===== src/rtl/i2ra_pkg.sv =====
// Package for the 64-bit integer to radix ASCII converter.
// Holds the sequencer state type, character constants and the digit mapping.
// No dependencies.
package i2ra_pkg;

  localparam int unsigned ValueW = 64;
  localparam int unsigned RadixW = 6;
  localparam int unsigned CharW = 8;
  localparam int unsigned CountW = $clog2(ValueW);

  localparam logic [RadixW-1:0] RadixMin = RadixW'(2);
  localparam logic [RadixW-1:0] RadixMax = RadixW'(36);
  localparam logic [RadixW-1:0] RadixDec = RadixW'(10);

  localparam logic [CharW-1:0] ChZero  = 8'h30;
  localparam logic [CharW-1:0] ChA     = 8'h61;
  localparam logic [CharW-1:0] ChMinus = 8'h2d;
  localparam logic [CharW-1:0] ChNone  = 8'h00;

  typedef enum logic [2:0] {
    ST_IDLE,
    ST_BAD,
    ST_SIGN,
    ST_DIV,
    ST_STORE,
    ST_READ,
    ST_SHOW
  } state_t;

  function automatic logic [CharW-1:0] digit_char(input logic [RadixW-1:0] d);
    logic [CharW-1:0] dw;
    dw = {2'b00, d};
    if (d < RadixDec) begin
      return CharW'(ChZero + dw);
    end
    return CharW'(ChA + dw - {2'b00, RadixDec});
  endfunction

endpackage


===== src/rtl/int64_to_radix_ascii.sv =====
// Top level of the 64-bit integer to radix ASCII converter.
// Contains the sequencer, the shared restoring divider and the digit buffer.
// Depends on i2ra_pkg.
//
// Usage: an item (value, is_signed, radix) is taken on the input channel by a
// valid/ready transfer. The block then emits one character per transfer on the
// output channel, most significant digit first, with last set on the final one.
// In radix ten a signed negative value is preceded by a minus sign. A radix
// outside 2 to 36 gives a single transfer with bad_radix and last set and a
// zero character.
// The restoring divider yields one quotient bit per cycle; each digit takes a full
// division pass (ST_DIV) and then a store of the remainder digit (ST_STORE). Each
// character is read from the digit buffer (ST_READ) and then shown (ST_SHOW).
// in_ready is high only while idle, so no new item is taken mid-conversion.
// Reset returns the sequencer to idle and drops out_valid. When the receiver
// stalls, the output register holds its character and the sequencer waits.
module int64_to_radix_ascii (
  input  logic                          clk,
  input  logic                          rst,
  input  logic                          in_valid,
  output logic                          in_ready,
  input  logic [i2ra_pkg::ValueW-1:0]   value,
  input  logic                          is_signed,
  input  logic [i2ra_pkg::RadixW-1:0]   radix,
  output logic                          out_valid,
  input  logic                          out_ready,
  output logic [i2ra_pkg::CharW-1:0]    character,
  output logic                          last,
  output logic                          bad_radix
);
  import i2ra_pkg::*;

  state_t state, state_next;

  logic [ValueW-1:0] quo;
  logic [RadixW-1:0] rem;
  logic [RadixW-1:0] rdx;
  logic [CountW-1:0] bit_cnt;
  logic [CountW:0]   nd;
  logic [CountW-1:0] rd_idx;
  logic [CharW-1:0]  mem_q;
  logic [CharW-1:0]  digit_mem [ValueW];

  logic              in_xfer;
  logic              radix_bad;
  logic              neg;
  logic              out_free;
  logic              out_load;
  logic [CharW-1:0]  load_char;
  logic              load_last;
  logic              load_bad;
  logic [RadixW:0]   trial;
  logic              trial_ge;
  logic [RadixW:0]   trial_diff;

  assign in_xfer   = in_valid && in_ready;
  assign radix_bad = (radix < RadixMin) || (radix > RadixMax);
  assign neg       = (radix == RadixDec) && is_signed && value[ValueW-1];
  assign out_free  = !out_valid || out_ready;

  assign trial      = {rem, quo[ValueW-1]};
  assign trial_ge   = trial >= {1'b0, rdx};
  assign trial_diff = trial - {1'b0, rdx};

  always_comb begin
    state_next = state;
    unique case (state)
      ST_IDLE: begin
        if (in_xfer) begin
          priority if (radix_bad) begin
            state_next = ST_BAD;
          end else if (neg) begin
            state_next = ST_SIGN;
          end else begin
            state_next = ST_DIV;
          end
        end
      end
      ST_BAD: begin
        if (out_free) state_next = ST_IDLE;
      end
      ST_SIGN: begin
        if (out_free) state_next = ST_DIV;
      end
      ST_DIV: begin
        if (bit_cnt == CountW'(ValueW - 1)) state_next = ST_STORE;
      end
      ST_STORE: begin
        if (quo == '0) begin
          state_next = ST_READ;
        end else begin
          state_next = ST_DIV;
        end
      end
      ST_READ: begin
        state_next = ST_SHOW;
      end
      ST_SHOW: begin
        if (out_free) begin
          if (rd_idx == '0) begin
            state_next = ST_IDLE;
          end else begin
            state_next = ST_READ;
          end
        end
      end
      default: state_next = ST_IDLE;
    endcase
  end

  always_comb begin
    in_ready  = (state == ST_IDLE);
    out_load  = 1'b0;
    load_char = ChNone;
    load_last = 1'b0;
    load_bad  = 1'b0;
    unique case (state)
      ST_BAD: begin
        out_load  = out_free;
        load_last = 1'b1;
        load_bad  = 1'b1;
      end
      ST_SIGN: begin
        out_load  = out_free;
        load_char = ChMinus;
      end
      ST_SHOW: begin
        out_load  = out_free;
        load_char = mem_q;
        load_last = (rd_idx == '0);
      end
      default: begin
        out_load = 1'b0;
      end
    endcase
  end

  always_ff @(posedge clk) begin
    if (rst) begin
      state <= ST_IDLE;
    end else begin
      state <= state_next;
    end
  end

  always_ff @(posedge clk) begin
    unique case (state)
      ST_IDLE: begin
        if (in_xfer) begin
          quo     <= neg ? (ValueW'(0) - value) : value;
          rdx     <= radix;
          rem     <= '0;
          bit_cnt <= '0;
          nd      <= '0;
        end
      end
      ST_DIV: begin
        quo     <= {quo[ValueW-2:0], trial_ge};
        rem     <= trial_ge ? trial_diff[RadixW-1:0] : trial[RadixW-1:0];
        bit_cnt <= CountW'(bit_cnt + 1'b1);
      end
      ST_STORE: begin
        nd      <= nd + 1'b1;
        rd_idx  <= nd[CountW-1:0];
        rem     <= '0;
        bit_cnt <= '0;
      end
      ST_SHOW: begin
        if (out_free && rd_idx != '0) begin
          rd_idx <= rd_idx - 1'b1;
        end
      end
      default: begin
      end
    endcase
  end

  always_ff @(posedge clk) begin
    if (state == ST_STORE) begin
      digit_mem[nd[CountW-1:0]] <= digit_char(rem);
    end
  end

  always_ff @(posedge clk) begin
    if (state == ST_READ) begin
      mem_q <= digit_mem[rd_idx];
    end
  end

  always_ff @(posedge clk) begin
    if (rst) begin
      out_valid <= 1'b0;
    end else if (out_load) begin
      out_valid <= 1'b1;
    end else if (out_ready) begin
      out_valid <= 1'b0;
    end
  end

  always_ff @(posedge clk) begin
    if (out_load) begin
      character <= load_char;
      last      <= load_last;
      bad_radix <= load_bad;
    end
  end

endmodule

===== config.mk =====
export PLATFORM = sky130hd
export DESIGN_NAME = int64_to_radix_ascii
export DESIGN_NICKNAME = d
export VERILOG_FILES = /design/src/rtl/i2ra_pkg.sv /design/src/rtl/int64_to_radix_ascii.sv
export SDC_FILE = /design/constraint.sdc
export NUM_CORES = 1
export LEC_CHECK = 0
export BUFFER_PORTS_ARGS = -buffer_cell sky130_fd_sc_hd__buf_4
export CAP_MARGIN = 25
export CORE_MARGIN = 2
export CORE_UTILIZATION = 45
export DETAILED_ROUTE_END_ITERATION = 16
export HOLD_SLACK_MARGIN = 0.15
export SLEW_MARGIN = 10
export SYNTH_ARGS = -nofsm -noshare
export SYNTH_HDL_FRONTEND = slang
export SYNTH_SLANG_ARGS = --single-unit

===== constraint.sdc =====
create_clock -name clk -period 6.4 [get_ports clk]
set_clock_uncertainty 0.15 [all_clocks]
set_input_delay 1.28 -clock clk [delete_from_list [all_inputs] [get_ports clk]]
set_output_delay 1.28 -clock clk [all_outputs]
set_load 0.05 [all_outputs]

==> results.md <==
- Fill cells: 4,807
- FF-to-FF path depth: 4
- Layout cell share with drive strength beyond 1: 18.78%
- Area share of the largest cell type after synthesis: 69.36%
- Int Pwr: 8.100 mW
- Post-synth ARST share: 0%
- Vias in the first global route: 15,040
- Input/output buffers: 86
- ANT nets after route: 0
- Multi-input gate area in the final layout: 0.007766 mm²
- Worst-path clk slew: 60 ps
- Post-layout util: 52.10%
- Crit-path max FO: 16
- Clk buf depth: 3
- Routed wire length: 62,150 µm
- Worst skew pair latency: 590 ps
- Initial antenna violation count: 0
- Max VDD drop: 0.2362 mV
- Setup Crit Path Kind: in2reg
- Warnings, synthesis: 0
- Switching pwr: 2.808 mW
- Remaining DRCs: 0
- Hold-fix buffers, CTS: 0
- Top-count cell post-synth: edfxtp_1
- Die Wd: 249.0 µm
- Final setup TNS: 0 ps
- Worst Max-Slew Pin Slew: 998.5 ps
- Power Total: 10.91 mW
- Seq. cell area: 0.01882 mm²
- Max-cap viol count: 0
- Slew headroom: 33.44%
- Avg Cell Area, Syn: 15.97 µm²
- First-pass GRT wire length: 94,650 µm
- Core area: 0.05913 mm²
- WHS Path Cells: 2
- Final hold viol count: 0
- RSZ-0062 raised after global routing: false
- Routed WL per cell: 23.86 µm
- Post-synthesis instance area: 0.02701 mm²
- Setup bufs post-CTS: 0
- Chip height: 249.0 µm
- Starting Density: 45.69%
- Fin Hold WS: 406.9 ps
- Post-synthesis sequential area ratio: 69.66%
- H-tree Lvls: 3
- Clock power frac: 36.7%
- Largest area contributor in the netlist: edfxtp_1
- HP Class: reg2reg
- Cell Area, Placed: 0.02849 mm²
- Avg Vias per Cell: 5.869
- Grt ovf: 0
- Slew Limit Fails: 0
- I/O pin total: 87
- Crit share post-route: 59.42%
- Total GRT Usage: 20.12%
- Largest net degree at the start of global routing: 123
- Crit path time final: 3803 ps
- Worst Path Arrival: 3950 ps
- Endpoints failing setup: 0
- Number of synthesized register bits: 628
- Post-Syn Nets: 1,782
- Rows: 89
- Post-DP HPWL: 38,930 µm
- Most used DFF post-synth: edfxtp_1
- Cell variety after synth: 67
- CTS Buf Count: 69
- Synth top area cells: edfxtp_1, mux4_2, mux2i_1, nor2_1, a22oi_1
- Nets@finish: 1,872
- Sink Count: 628
- Required @ worst endpoint: 6550 ps
- Switching Share: 25.74%
- Min-Delay Endpoint: quo[28]
- DIE AREA: 0.06201 mm²
- Initial drt markers: 1,351
- Number of iterations in the first detailed-routing pass: 7
- F_max: 262.9 MHz
- P&R area growth vs syn: 14.04%
- Hold wc startpoint: quo[27]
- Top cells by count, synth: edfxtp_1, nor2_1, mux2i_1
- Final std cells w/o fill: 2,605
- Antenna cells: 0
- Synth Instances: 1,692
- Worst flop-to-flop path startpoint: state[2]
- Leak pwr: 10.04 nW
- Startpoint types: input port
- Crit. End Element: register
- Placed insts: 2,482
- Pwr dens: 354.1 mW/mm²
- Post-route cell area: 0.03081 mm²
- Post-route setup slack: 2597 ps
- Dpl ws: 1989 ps
- Reg-to-Reg End: digit_mem[30][2]
- Register share of total power: 50.0%
- Post-CTS Resized: 0
- Outcome: completed
- Combinational Power Share: 13.2%
- CTS root buf: clkbuf_16
- DR vias: 15,290
- Post-synth EDFFs: 624
- Gpl congestion: 0.8476
- Flop2flop setup slack: 2860 ps
- CTS tree: done
-- power by group through the flow --
stage / registers [mW] / logic [mW] / clock network [mW]
floorplan: 5.61 / 0.736 / 0
detailed placement: 5.54 / 1.46 / 0
CTS: 5.45 / 1.46 / 4.08
global placement: 5.53 / 1.40 / 0
global route: 5.48 / 1.58 / 4.24
finish: 5.46 / 1.44 / 4.01
-- worst max path at each step --
| stage | slack (ps) | to | cells after the start | start |
|---|---|---|---|---|
| floorplan | 1840 | digit_mem[0][6] | 5 | rem[4] |
| global placement | 1850 | quo[60] | 7 | value[30] |
| detailed placement | 1990 | quo[40] | 9 | value[0] |
| CTS | 2610 | quo[40] | 9 | value[0] |
| global route | 2360 | quo[58] | 9 | value[0] |
| finish | 2600 | quo[40] | 9 | value[0] |
-- critical path, cell delays in order --
cell and delay (ps):
buf_4 120, inv_1 70, ha_1 160, or3b_1 460
nor4_4 440, nand4_2 570, o41ai_1 570, xor2_1 190
a21oi_1 90
-- cell families after synthesis --
group	after synthesis	share of synthesized area, %
flops	628	69.66
simple gates	407	7.471
compound gates	257	6.382
mux	194	11.37
buf+inv	115	1.936
xor+xnor	76	2.464
fa+ha+maj	15	0.7225
-- state kept, by name (all words and copies together) (netlist names) --
signal	count
rdx	6
nd	6
mem_q	8
quo	64
bit_cnt	6
digit_mem	512
rem	6
rd_idx	6
out_valid	1
bad_radix	1
last	1
character	8
state	3
-- cells in the final DEF (no fill, tap or decap), drive strengths merged, types with 57 or more instances in the layout --
cell type	count
a21oi	57
mux2i	102
clkbuf	86
a22oi	62
o21ai	62
edfxtp	624
buf	111
nor2	146
mux4	90
nand2	83
-- layer usage --
layer | vias up | track usage [%] | wire [µm]
met2 | 563 | 30.36 | 28290
met5 | - | 0 | 0
li1 | 6884 | - | -
met1 | 7739 | 29.49 | 27670
met3 | 102 | 4.253 | 4558
met4 | 0 | 6.162 | 1637
-- cell type report --
class                   instances  area share [%]
flip-flops and latches        628           61.08
multi-input cells             949           25.21
clock buffers                  85           6.141
well taps                     773           3.139
repair buffers                112           2.875
clock inverters                36           1.283
inverters                      22          0.2681
No activity file was read; power rests on OpenSTA's default activity.
